--- src/rtl/bst_pkg.sv ---
// shared types, token codes and keyword table for the source tokenizer
package bst_pkg;

    localparam int MAX_NUMBER_CHARS  = 63;
    localparam int MAX_NAME_CHARS    = 127;
    localparam int MAX_STRING_CHARS  = 511;
    localparam int KEYWORD_MAX_CHARS = 9;
    localparam int POSITION_BITS     = 16;
    localparam int KW_COUNT          = 71;
    localparam int COUNT_BITS        = 9;
    localparam int KW_BITS           = 8 * KEYWORD_MAX_CHARS;

    localparam logic [4:0] K_EOF    = 5'd0;
    localparam logic [4:0] K_NL     = 5'd1;
    localparam logic [4:0] K_NUM    = 5'd2;
    localparam logic [4:0] K_STR    = 5'd3;
    localparam logic [4:0] K_ID     = 5'd4;
    localparam logic [4:0] K_KW     = 5'd5;
    localparam logic [4:0] K_PLUS   = 5'd6;
    localparam logic [4:0] K_MINUS  = 5'd7;
    localparam logic [4:0] K_STAR   = 5'd8;
    localparam logic [4:0] K_SLASH  = 5'd9;
    localparam logic [4:0] K_CARET  = 5'd10;
    localparam logic [4:0] K_EQ     = 5'd11;
    localparam logic [4:0] K_LE     = 5'd12;
    localparam logic [4:0] K_NE     = 5'd13;
    localparam logic [4:0] K_LT     = 5'd14;
    localparam logic [4:0] K_GE     = 5'd15;
    localparam logic [4:0] K_GT     = 5'd16;
    localparam logic [4:0] K_LPAR   = 5'd17;
    localparam logic [4:0] K_RPAR   = 5'd18;
    localparam logic [4:0] K_COMMA  = 5'd19;
    localparam logic [4:0] K_SEMI   = 5'd20;
    localparam logic [4:0] K_COLON  = 5'd21;
    localparam logic [4:0] K_HASH   = 5'd22;
    localparam logic [4:0] K_ATSIGN = 5'd23;
    localparam logic [4:0] K_DOT    = 5'd24;
    localparam logic [4:0] K_QUEST  = 5'd25;
    localparam logic [4:0] K_DOLLAR = 5'd26;
    localparam logic [4:0] K_PCT    = 5'd27;

    typedef struct packed {
        logic [4:0]                 kind;
        logic [6:0]                 kw;
        logic [POSITION_BITS-1:0]   line;
        logic [POSITION_BITS-1:0]   col;
        logic [COUNT_BITS-1:0]      len;
        logic                       last;
    } tok_t;

    typedef struct packed {
        logic [1:0] cnt;
        tok_t       t0;
        tok_t       t1;
    } push_t;

    typedef struct packed {
        logic       hit;
        logic [6:0] idx;
    } kw_hit_t;

    localparam logic [KW_BITS-1:0] KW_TABLE [KW_COUNT] = '{
        "PRINT", "USING", "INPUT", "LET", "IF", "THEN", "ELSE", "ON", "GOTO", "GOSUB",
        "RETURN", "PROCEDURE", "CLASS", "NEW", "FOR", "TO", "STEP", "NEXT", "DIM", "DATA",
        "READ", "RESTORE", "OPEN", "CLOSE", "WRITE", "GET", "PUT", "LINE", "AS", "OUTPUT",
        "APPEND", "POKE", "SAVE", "DELETE", "MERGE", "ERROR", "RESUME", "SLEEP", "BEEP",
        "CLS", "DEF", "DEFINT", "DEFSNG", "DEFDBL", "DEFSTR", "TRON", "TROFF", "STOP",
        "CONT", "SOUND", "TAB", "WHILE", "WEND", "DO", "LOOP", "UNTIL", "EXIT", "CLEAR",
        "AT", "END", "ENDIF", "REM", "CASE", "OF", "WHEN", "OTHERWISE", "ENDCASE", "AND",
        "OR", "NOT", "MOD"
    };

    // name is held right-aligned and zero-padded, like the table literals
    function automatic kw_hit_t kw_lookup(input logic [KW_BITS-1:0] name,
                                          input logic [COUNT_BITS-1:0] cnt);
        kw_hit_t r;
        r = '0;
        if (cnt != '0 && cnt <= COUNT_BITS'(KEYWORD_MAX_CHARS))
        begin
            for (int i = KW_COUNT - 1; i >= 0; i--)
            begin
                if (KW_TABLE[i] == name)
                begin
                    r.hit = 1'b1;
                    r.idx = 7'(i);
                end
            end
        end
        return r;
    endfunction

    function automatic logic [4:0] punct_kind(input logic [7:0] b);
        logic [4:0] k;
        case (b)
            "+":     k = K_PLUS;
            "-":     k = K_MINUS;
            "*":     k = K_STAR;
            "/":     k = K_SLASH;
            "^":     k = K_CARET;
            "=":     k = K_EQ;
            "(":     k = K_LPAR;
            ")":     k = K_RPAR;
            ",":     k = K_COMMA;
            ";":     k = K_SEMI;
            ":":     k = K_COLON;
            "#":     k = K_HASH;
            "@":     k = K_ATSIGN;
            ".":     k = K_DOT;
            "?":     k = K_QUEST;
            "$":     k = K_DOLLAR;
            "%":     k = K_PCT;
            default: k = K_EOF;
        endcase
        return k;
    endfunction

    function automatic logic is_digit(input logic [7:0] b);
        return b >= "0" && b <= "9";
    endfunction

    function automatic logic is_alpha(input logic [7:0] b);
        return (b >= "A" && b <= "Z") || (b >= "a" && b <= "z");
    endfunction

    function automatic logic [7:0] to_upper(input logic [7:0] b);
        return (b >= "a" && b <= "z") ? b - 8'd32 : b;
    endfunction

endpackage

--- src/rtl/bst_byte_if.sv ---
// byte channel carrying source text beats
interface bst_byte_if;
    logic       valid;
    logic       ready;
    logic [7:0] text_byte;
    logic       end_of_text;

    modport source (output valid, output text_byte, output end_of_text, input ready);
    modport sink (input valid, input text_byte, input end_of_text, output ready);
endinterface

--- src/rtl/bst_token_if.sv ---
// token channel carrying result beats
interface bst_token_if;
    logic        valid;
    logic        ready;
    logic [4:0]  token_kind;
    logic [6:0]  keyword_index;
    logic [15:0] start_line;
    logic [15:0] start_column;
    logic [8:0]  text_length;
    logic        last_of_run;

    modport source (output valid, output token_kind, output keyword_index,
                    output start_line, output start_column, output text_length,
                    output last_of_run, input ready);
    modport sink (input valid, input token_kind, input keyword_index,
                  input start_line, input start_column, input text_length,
                  input last_of_run, output ready);
endinterface

--- src/rtl/bst_scanner.sv ---
// front end: classifies each byte and forms up to two tokens per beat
module bst_scanner
    import bst_pkg::*;
(
    input  logic       clk,
    input  logic       rst_n,
    bst_byte_if.sink   text_in,
    input  logic       space,
    output push_t      push
);

    typedef enum logic [3:0] {
        M_IDLE, M_CR, M_LT, M_GT, M_INT, M_FRAC, M_ESTART, M_EXP, M_STR, M_NAME, M_REM
    } mode_t;

    localparam logic [POSITION_BITS-1:0] POS_MAX = '1;

    mode_t                    mode_reg, mode_next;
    logic [POSITION_BITS-1:0] line_reg, line_next;
    logic [POSITION_BITS-1:0] col_reg, col_next;
    logic [POSITION_BITS-1:0] start_reg, start_next;
    logic [COUNT_BITS-1:0]    cnt_reg, cnt_next;
    logic [KW_BITS-1:0]       kw_reg, kw_next;

    logic                     fire;
    kw_hit_t                  kwh;
    tok_t                     toks [2];
    logic [1:0]               ntok;
    logic                     redo;
    logic [7:0]               b;
    logic [4:0]               pk;

    assign fire          = text_in.valid && text_in.ready;
    assign text_in.ready = space;
    assign kwh           = kw_lookup(kw_reg, cnt_reg);
    assign b             = text_in.text_byte;
    assign pk            = punct_kind(b);

    function automatic tok_t mk(input logic [4:0] k, input logic [6:0] kw,
                                input logic [POSITION_BITS-1:0] ln,
                                input logic [POSITION_BITS-1:0] cl,
                                input logic [COUNT_BITS-1:0] len);
        tok_t t;
        t.kind = k;
        t.kw   = kw;
        t.line = ln;
        t.col  = cl;
        t.len  = len;
        t.last = 1'b0;
        return t;
    endfunction

    // pending token of a mode; kind K_EOF marks none
    function automatic tok_t pend(input mode_t m, input logic [POSITION_BITS-1:0] ln,
                                  input logic [POSITION_BITS-1:0] st,
                                  input logic [COUNT_BITS-1:0] c, input kw_hit_t h);
        tok_t t;
        case (m)
            M_LT:                           t = mk(K_LT, '0, ln, st, '0);
            M_GT:                           t = mk(K_GT, '0, ln, st, '0);
            M_INT, M_FRAC, M_ESTART, M_EXP: t = mk(K_NUM, '0, ln, st, c);
            M_STR:                          t = mk(K_STR, '0, ln, st, c);
            M_NAME:                         t = h.hit ? mk(K_KW, h.idx, ln, st, c)
                                                      : mk(K_ID, '0, ln, st, c);
            default:                        t = mk(K_EOF, '0, ln, st, '0);
        endcase
        return t;
    endfunction

    always_comb
    begin
        tok_t pt;
        mode_next  = mode_reg;
        line_next  = line_reg;
        col_next   = col_reg;
        start_next = start_reg;
        cnt_next   = cnt_reg;
        kw_next    = kw_reg;
        toks[0]    = '0;
        toks[1]    = '0;
        ntok       = '0;
        redo       = 1'b0;
        pt         = pend(mode_reg, line_reg, start_reg, cnt_reg, kwh);
        if (text_in.end_of_text)
        begin
            if (pt.kind != K_EOF)
            begin
                toks[0] = pt;
                ntok    = 2'd1;
            end
            toks[ntok[0]] = mk(K_EOF, '0, line_reg, col_reg, '0);
            ntok          = ntok + 2'd1;
            mode_next     = M_IDLE;
            line_next     = POSITION_BITS'(1);
            col_next      = POSITION_BITS'(1);
            start_next    = POSITION_BITS'(1);
            cnt_next      = '0;
        end
        else
        begin
            case (mode_reg)
                M_IDLE:
                    redo = 1'b1;
                M_CR:
                begin
                    mode_next = M_IDLE;
                    redo      = b != 8'h0A;
                end
                M_LT, M_GT:
                begin
                    mode_next = M_IDLE;
                    if (b == "=" || (mode_reg == M_LT && b == ">"))
                    begin
                        toks[0] = mk(b == ">" ? K_NE : (mode_reg == M_LT ? K_LE : K_GE),
                                     '0, line_reg, start_reg, '0);
                        ntok    = 2'd1;
                        if (col_reg != POS_MAX)
                            col_next = col_reg + 1'b1;
                    end
                    else
                    begin
                        toks[0] = pt;
                        ntok    = 2'd1;
                        redo    = 1'b1;
                    end
                end
                M_INT, M_FRAC, M_ESTART, M_EXP:
                begin
                    if (mode_reg == M_ESTART && (b == "+" || b == "-"))
                    begin
                        cnt_next  = cnt_reg + 1'b1;
                        mode_next = M_EXP;
                    end
                    else if (is_digit(b) && cnt_reg < COUNT_BITS'(MAX_NUMBER_CHARS))
                    begin
                        cnt_next = cnt_reg + 1'b1;
                        if (mode_reg == M_ESTART)
                            mode_next = M_EXP;
                    end
                    else if (mode_reg == M_INT && b == ".")
                    begin
                        cnt_next  = cnt_reg + 1'b1;
                        mode_next = M_FRAC;
                    end
                    else if ((mode_reg == M_INT || mode_reg == M_FRAC) && (b == "e" || b == "E")
                             && cnt_reg < COUNT_BITS'(MAX_NUMBER_CHARS - 3))
                    begin
                        cnt_next  = cnt_reg + 1'b1;
                        mode_next = M_ESTART;
                    end
                    else
                    begin
                        toks[0]   = pt;
                        ntok      = 2'd1;
                        mode_next = M_IDLE;
                        redo      = 1'b1;
                    end
                    if (mode_next != M_IDLE && col_reg != POS_MAX)
                        col_next = col_reg + 1'b1;
                end
                M_STR:
                begin
                    if (b == "\"")
                    begin
                        toks[0]   = pt;
                        ntok      = 2'd1;
                        mode_next = M_IDLE;
                        if (col_reg != POS_MAX)
                            col_next = col_reg + 1'b1;
                    end
                    else if (b == 8'h0A || cnt_reg >= COUNT_BITS'(MAX_STRING_CHARS))
                    begin
                        toks[0]   = pt;
                        ntok      = 2'd1;
                        mode_next = M_IDLE;
                        redo      = 1'b1;
                    end
                    else
                    begin
                        cnt_next = cnt_reg + 1'b1;
                        if (col_reg != POS_MAX)
                            col_next = col_reg + 1'b1;
                    end
                end
                M_NAME:
                begin
                    if ((is_digit(b) || is_alpha(b) || b == "_" || b == "$" || b == "%"
                         || b == "!" || b == "#") && cnt_reg < COUNT_BITS'(MAX_NAME_CHARS))
                    begin
                        if (cnt_reg < COUNT_BITS'(KEYWORD_MAX_CHARS))
                            kw_next = {kw_reg[KW_BITS-9:0], to_upper(b)};
                        cnt_next = cnt_reg + 1'b1;
                        if (col_reg != POS_MAX)
                            col_next = col_reg + 1'b1;
                    end
                    else
                    begin
                        toks[0]   = pt;
                        ntok      = 2'd1;
                        mode_next = M_IDLE;
                        redo      = 1'b1;
                    end
                end
                M_REM:
                begin
                    if (b == 8'h0A || b == 8'h0D)
                    begin
                        mode_next = M_IDLE;
                        redo      = 1'b1;
                    end
                    else if (col_reg != POS_MAX)
                        col_next = col_reg + 1'b1;
                end
                default:
                begin
                    mode_next = M_IDLE;
                    redo      = 1'b1;
                end
            endcase
            if (redo)
            begin
                if (b == 8'h0A || b == 8'h0D)
                begin
                    toks[ntok[0]] = mk(K_NL, '0, line_reg, col_next, '0);
                    ntok          = ntok + 2'd1;
                    if (line_reg != POS_MAX)
                        line_next = line_reg + 1'b1;
                    col_next  = POSITION_BITS'(1);
                    mode_next = (b == 8'h0D) ? M_CR : M_IDLE;
                end
                else
                begin
                    if (b == "\"" || b == "<" || b == ">")
                    begin
                        mode_next  = (b == "\"") ? M_STR : ((b == "<") ? M_LT : M_GT);
                        start_next = col_next;
                        cnt_next   = '0;
                    end
                    else if (b == "'")
                        mode_next = M_REM;
                    else if (pk != K_EOF)
                    begin
                        toks[ntok[0]] = mk(pk, '0, line_reg, col_next, '0);
                        ntok          = ntok + 2'd1;
                    end
                    else if (is_digit(b) || is_alpha(b) || b == "_")
                    begin
                        mode_next  = is_digit(b) ? M_INT : M_NAME;
                        start_next = col_next;
                        cnt_next   = COUNT_BITS'(1);
                        kw_next    = {{(KW_BITS-8){1'b0}}, to_upper(b)};
                    end
                    if (col_next != POS_MAX)
                        col_next = col_next + 1'b1;
                end
            end
        end
        if (ntok == 2'd1)
            toks[0].last = 1'b1;
        if (ntok == 2'd2)
            toks[1].last = 1'b1;
        push.cnt = fire ? ntok : 2'd0;
        push.t0  = toks[0];
        push.t1  = toks[1];
    end

    always_ff @(posedge clk or negedge rst_n)
    begin
        if (!rst_n)
        begin
            mode_reg  <= M_IDLE;
            line_reg  <= POSITION_BITS'(1);
            col_reg   <= POSITION_BITS'(1);
            start_reg <= POSITION_BITS'(1);
            cnt_reg   <= '0;
        end
        else if (fire)
        begin
            mode_reg  <= mode_next;
            line_reg  <= line_next;
            col_reg   <= col_next;
            start_reg <= start_next;
            cnt_reg   <= cnt_next;
        end
    end

    always_ff @(posedge clk)
    begin
        if (fire)
            kw_reg <= kw_next;
    end

    a_line_nonzero: assert property (@(posedge clk) disable iff (!rst_n) line_reg != '0)
        else $error("line counter reached zero");
    a_col_nonzero: assert property (@(posedge clk) disable iff (!rst_n) col_reg != '0)
        else $error("column counter reached zero");
    a_eot_resets: assert property (@(posedge clk) disable iff (!rst_n)
        fire && text_in.end_of_text |=> mode_reg == M_IDLE && cnt_reg == '0)
        else $error("end marker did not return scanner to idle");

endmodule

--- src/rtl/bst_token_queue.sv ---
// back end: four-entry token queue; one beat out per ready cycle
module bst_token_queue
    import bst_pkg::*;
(
    input  logic        clk,
    input  logic        rst_n,
    input  push_t       push,
    output logic        space,
    bst_token_if.source token_out
);

    tok_t       mem [4];
    logic [1:0] wp_reg, wp_next;
    logic [1:0] rp_reg, rp_next;
    logic [2:0] cnt_reg, cnt_next;
    logic       pop;
    tok_t       head;

    assign space = cnt_reg <= 3'd2;
    assign pop   = token_out.valid && token_out.ready;
    assign head  = mem[rp_reg];

    assign token_out.valid         = cnt_reg != '0;
    assign token_out.token_kind    = head.kind;
    assign token_out.keyword_index = head.kw;
    assign token_out.start_line    = head.line;
    assign token_out.start_column  = head.col;
    assign token_out.text_length   = head.len;
    assign token_out.last_of_run   = head.last;

    always_comb
    begin
        wp_next  = wp_reg + push.cnt;
        rp_next  = rp_reg + {1'b0, pop};
        cnt_next = cnt_reg + {1'b0, push.cnt} - {2'b0, pop};
    end

    always_ff @(posedge clk or negedge rst_n)
    begin
        if (!rst_n)
        begin
            wp_reg  <= '0;
            rp_reg  <= '0;
            cnt_reg <= '0;
        end
        else
        begin
            wp_reg  <= wp_next;
            rp_reg  <= rp_next;
            cnt_reg <= cnt_next;
        end
    end

    always_ff @(posedge clk)
    begin
        if (push.cnt != 2'd0)
            mem[wp_reg] <= push.t0;
        if (push.cnt == 2'd2)
            mem[wp_reg + 2'd1] <= push.t1;
    end

    a_no_overflow: assert property (@(posedge clk) disable iff (!rst_n) cnt_reg <= 3'd4)
        else $error("token queue overflow");
    a_push_room: assert property (@(posedge clk) disable iff (!rst_n)
        push.cnt != 2'd0 |-> cnt_reg <= 3'd2)
        else $error("push without room");
    a_ptr_gap: assert property (@(posedge clk) disable iff (!rst_n)
        wp_reg == rp_reg + cnt_reg[1:0])
        else $error("queue pointers disagree with fill count");

endmodule

--- src/rtl/basic_source_tokenizer_unit.sv ---
// top level of the source tokenizer: scanner front end and token queue back end
//
//   channel    dir   beat
//   text_in    in    one source byte or the end marker
//   token_out  out   one token: kind, keyword index, line, column, length, last
//
// one byte per cycle; a byte yielding two tokens is taken at full rate while
// the four-entry token queue has room for two, so sustained rate is set by the
// single-beat output drain. rst_n clears the scanner to line 1 column 1 and
// empties the queue. a stalled token_out fills the queue and then holds text_in.
module basic_source_tokenizer_unit
    import bst_pkg::*;
(
    input  logic        clk,
    input  logic        rst_n,
    bst_byte_if.sink    text_in,
    bst_token_if.source token_out
);

    push_t push;
    logic  space;

    bst_scanner u_scanner (
        .clk     (clk),
        .rst_n   (rst_n),
        .text_in (text_in),
        .space   (space),
        .push    (push)
    );

    bst_token_queue u_queue (
        .clk       (clk),
        .rst_n     (rst_n),
        .push      (push),
        .space     (space),
        .token_out (token_out)
    );

endmodule
--- src/flat_wrapper.sv ---
// flat-port wrapper written by rule: the top's interface ports become plain ports
module basic_source_tokenizer_unit_flat import bst_pkg::*;
  (clk, rst_n, text_in_valid, text_in_text_byte, text_in_end_of_text, text_in_ready, token_out_valid, token_out_token_kind, token_out_keyword_index, token_out_start_line, token_out_start_column, token_out_text_length, token_out_last_of_run, token_out_ready);
  bst_byte_if text_in_i ();
  bst_token_if token_out_i ();
  input  logic clk;
  input  logic rst_n;
  input wire logic [$bits(text_in_i.valid)-1:0] text_in_valid;
  input wire logic [$bits(text_in_i.text_byte)-1:0] text_in_text_byte;
  input wire logic [$bits(text_in_i.end_of_text)-1:0] text_in_end_of_text;
  output wire logic [$bits(text_in_i.ready)-1:0] text_in_ready;
  output wire logic [$bits(token_out_i.valid)-1:0] token_out_valid;
  output wire logic [$bits(token_out_i.token_kind)-1:0] token_out_token_kind;
  output wire logic [$bits(token_out_i.keyword_index)-1:0] token_out_keyword_index;
  output wire logic [$bits(token_out_i.start_line)-1:0] token_out_start_line;
  output wire logic [$bits(token_out_i.start_column)-1:0] token_out_start_column;
  output wire logic [$bits(token_out_i.text_length)-1:0] token_out_text_length;
  output wire logic [$bits(token_out_i.last_of_run)-1:0] token_out_last_of_run;
  input wire logic [$bits(token_out_i.ready)-1:0] token_out_ready;
  assign text_in_i.valid = text_in_valid;
  assign text_in_i.text_byte = text_in_text_byte;
  assign text_in_i.end_of_text = text_in_end_of_text;
  assign text_in_ready = text_in_i.ready;
  assign token_out_valid = token_out_i.valid;
  assign token_out_token_kind = token_out_i.token_kind;
  assign token_out_keyword_index = token_out_i.keyword_index;
  assign token_out_start_line = token_out_i.start_line;
  assign token_out_start_column = token_out_i.start_column;
  assign token_out_text_length = token_out_i.text_length;
  assign token_out_last_of_run = token_out_i.last_of_run;
  assign token_out_i.ready = token_out_ready;
  basic_source_tokenizer_unit u_core (.clk(clk), .rst_n(rst_n), .text_in(text_in_i), .token_out(token_out_i));
endmodule
--- config.mk ---
export PLATFORM = sky130hd
export DESIGN_NAME = basic_source_tokenizer_unit_flat
export DESIGN_NICKNAME = d
export VERILOG_FILES = /design/src/rtl/bst_pkg.sv /design/src/rtl/bst_byte_if.sv /design/src/rtl/bst_token_if.sv /design/src/rtl/bst_scanner.sv /design/src/rtl/bst_token_queue.sv /design/src/rtl/basic_source_tokenizer_unit.sv /design/src/flat_wrapper.sv
export SDC_FILE = /design/constraint.sdc
export NUM_CORES = 1
export LEC_CHECK = 0
export ABC_AREA = 1
export BUFFER_PORTS_ARGS = -buffer_cell sky130_fd_sc_hd__buf_4
export CORE_ASPECT_RATIO = 2
export CORE_UTILIZATION = 40
export CTS_CLUSTER_DIAMETER = 80
export DETAILED_ROUTE_END_ITERATION = 10
export GPL_TIMING_DRIVEN = 0
export PLACE_DENSITY = 0.63
export SETUP_SLACK_MARGIN = 0.5
export SLEW_MARGIN = 20
export SYNTH_ARGS = -nofsm -noshare
export SYNTH_HDL_FRONTEND = slang
export SYNTH_SLANG_ARGS = --single-unit
--- constraint.sdc ---
create_clock -name clk -period 6.35 [get_ports clk]
set_input_delay 1.27 -clock clk [delete_from_list [all_inputs] [get_ports clk]]
set_output_delay 1.27 -clock clk [all_outputs]
set_load 0.1 [all_outputs]
==> metrics.md <==
| Metric | Value |
|---|---|
| Congestion Overflow GR | 0 |
| Routed WL per cell | 28.5 um |
| First-pass GRT wire length | 152 mm |
| DPL Wire Length | 85.3 mm |
| Crit path max fanout | 10 |
| Most used cell, CP | nor2_1 |
| Root Buffer | clkbuf_16 |
| Port Buffers | 68 |
| Final worst slack | 0.634 ns |
| Peak Freq | 0.175 GHz |
| Finish-stage setup viols | 0 |
| CP top delay family | simple AND/OR/NAND/NOR gates |
| Mapped Cells | 2,931 |
| Net count after synthesis | 2,961 |
| Share of layout cells above drive strength 1 | 0.0993 |
| Core area | 55,400 um^2 |
| WP data required | 6.76 ns |
| WP buf/inv | 6 |
| Slew margin rel. | 0.120 |
| Worst VDD drop | 296 uV |
| Crit path launch type | input pin |
| HP Class | reg -> reg |
| Drt total wl | 109 mm |
| Placed insts | 3,751 |
| Worst-case clock buffer depth | 3 |
| Nets | 3,077 |
| Post-synth top area cell | edfxtp_1 |
| M1 GR Usage | 0.305 |
| Antenna Nets Post-Route | 0 |
| Avg Cell Area, Syn | 7.66 um^2 |
| Crit end category | flop |
| Outcome | complete, no violations |
| Vias | 22,500 |
| Period Utilization, post-route | 0.900 |
| Row count | 122 |
| Synth warnings | 0 |
| Post-layout instance count excluding filler cells | 3,817 |
| CTS tree | yes |
| CTS Sinks | 356 |
| Clock slew at reported path FFs | 0.07 ns |
| CTS H-tree lvls | 2 |
| DRC | 0 |
| Commonest non-fill, non-tap cell in the layout | nand2_1 |
| Drt pass-1 iters | 6 |
| Final Hold Fails | 0 |
| GR Util All Layers | 0.382 |
| Die W | 170 um |
| Vias in the first global route | 22,600 |
| CP max stage delay | 0.92 ns |
| Yosys reg bits | 356 |
| EDFF count, synth | 288 |
| Pin count of the biggest net entering global routing | 69 |
| Post-synth top flop | edfxtp_1 |
| Grt met2 use | 0.740 |
| Synth unique cells | 71 |
| Pre-CTS setup slack | -0.269 ns |
| Chip Height | 337 um |
| Starting density of the core | 0.405 |
| RSZ-0062 raised after global routing | false |
| Diode count | 0 |
| Gpl congestion | 1.01 |
| WP data arrival | 6.13 ns |
| Clk Latency, worst-skew pair | 0.58 ns |
| Max Cap Viol | 0 |
| Syn-to-layout area delta | 13.1% |
| Register area share after synthesis | 0.461 |
| Critical path class | in -> reg |
| Initial antenna violation count | 1 |
| Min Tclk post-route | 5.72 ns |
| Finished Core Util | 0.458 |
| Via density | 5.90 |
| Top-Level Pins | 69 |
| Max reg flops | 216 |
| Num CTS Buffers | 37 |
| Global route hottest layer | met2 |
| Slew Limit Fails | 0 |
| Global Route met3 Usage | 0.0597 |
| Synth area leaders | edfxtp_1 39%, nand2_1 9.1%, o21ai_0 8.2%, nor2_1 7.6%, dfrtp_1 7.2% |
| Worst slew pin tran | 1.31 ns |
| CTS Hold Buffers Added | 0 |
| Slowest CP cell | nor2_1 |
| Commonest cells after routing, fill and taps aside | 542 x nand2_1, 450 x nor2_1, 377 x inv_1, 368 x o21ai_0, 288 x edfxtp_1 |
| Asr flop ratio synth | 0.191 |
| Die area | 57,200 um^2 |
| Starting DRT DRC Count | 1,973 |
| Critical path, cell by cell | buf_4 > inv_1 > nand2_1 > nor2_1 > inv_2 > nor3_2 > a21oi_2 > nor2_1 > inv_1 > nand4_2 > nor4_4 > inv_2 > o21ai_1 > nor2_1 > clkinv_1 > o22ai_1 > nand2_1 > o21ai_0 |
| Worst Skew | 0.0318 ns |
| PwrDens | 493 nW/um^2 |
| P_leak | 10.0 nW |
| Cell Area, Synth | 22,500 um^2 |
| Top cell type's share of synthesized area | 0.385 |
[per-stage QoR]
stage	instance area (um^2)	TNS (ns)	power [mW]	hold WS, ns
floorplan	22500	0	8.02	0.451
global placement	23900	-452.51	10.0	0.480
detailed placement	24100	-6.25	10.2	0.482
CTS	25400	0	12.4	0.492
global route	25400	0	12.9	0.508
finish	25400	0	12.5	0.489
[final timing paths]
check,from,endpoint,slack (ns),cells after the start
setup / recovery,text_in_text_byte[7],u_core.u_queue.mem[2][14]$_DFFE_PP_,0.63,18
hold / removal,u_core.u_scanner.start_reg[0]$_DFFE_PN1P_,u_core.u_scanner.start_reg[0]$_DFFE_PN1P_,0.49,2
setup reg to reg,u_core.u_scanner.mode_reg[2]$_DFFE_PN0P_,u_core.u_queue.mem[2][18]$_DFFE_PP_,0.73,15
hold reg to reg,u_core.u_scanner.start_reg[0]$_DFFE_PN1P_,u_core.u_scanner.start_reg[0]$_DFFE_PN1P_,0.49,2
max in group asynchronous,rst_n,u_core.u_scanner.start_reg[12]$_DFFE_PN0P_,4.99,1
min in group asynchronous,rst_n,u_core.u_scanner.mode_reg[2]$_DFFE_PN0P_,0.71,1
[worst register-to-register path: stages, from the launching register on]
cell and delay [ns]:
dfrtp_1 0.41, nand2_1 0.24, inv_1 0.26, nor2_1 0.16
inv_1 0.09, nor2_2 0.28, inv_2 0.14, nor2_1 0.25
inv_2 0.11, nor2_1 0.63, clkinv_1 0.66, o21ai_1 0.62
clkbuf_1 0.56, o221ai_1 0.56, nand2_1 0.22, o21ai_0 0.11
[layer usage]
| metal | vias to the layer above | wire length, um |
|---|---|---|
| met3 | 521 | 5670 |
| met5 | - | 0 |
| met2 | 1126 | 58600 |
| li1 | 10200 | - |
| met4 | 0 | 14000 |
| met1 | 10700 | 30500 |
[layout make-up]
type | instances | area, um^2
tap | 744 | 931
inverter | 420 | 1590
timing repair buffer | 77 | 699
clock buffer | 43 | 970
buffer | 118 | 499
fill | 5611 | 30000
sequential | 356 | 10400
clock inverter | 22 | 225
multi-input combinational | 2037 | 10100
[cell families after synthesis]
kind of cell,share of synthesized area
AO/OA/AOI/OAI,0.156
XOR/XNOR,0.00819
adder cells (fa/ha/maj),0.00981
buffers and inverters,0.0925
flip-flops,0.461
multiplexers,0.00752
AND/OR/NAND/NOR,0.265
[Yosys cell counts, types with 5 or more instances]
cell type,instances
nor4_1,35
o221ai_1,12
buf_1,7
nand3_1,120
nor3_1,86
mux2_2,15
o211ai_1,7
o21ai_0,369
clkinv_1,5
a22oi_1,5
nor2_1,452
buf_2,29
nand3_2,5
nand4_1,66
o21ai_2,5
inv_1,377
nor2_4,6
a221oi_1,8
nor3_2,5
dfrtp_1,65
inv_2,34
nand2_1,545
o21ai_1,52
o22ai_1,87
ha_1,16
a31oi_1,6
a21oi_2,5
nor2_2,10
nand2_2,9
a211oi_1,6
o2111ai_1,5
clkbuf_1,81
a21oi_1,29
xor2_1,20
edfxtp_1,288
nand2_4,6
[where the power goes]
group	switching, mW	total (mW)	internal, mW	leakage, nW
sequential	0.252	3.42	3.17	3.58
clock	0.991	2.25	1.26	0.583
combinational	5.44	6.85	1.41	5.84
[repair_timing]
action                                  in CTS  in global routing
buffers inserted                             1                  0
gates resized for setup                      4                 12
pin swaps                                    1                  0
endpoints found under the setup margin      63                133
Note: power is estimated with default switching activity, not from simulation.
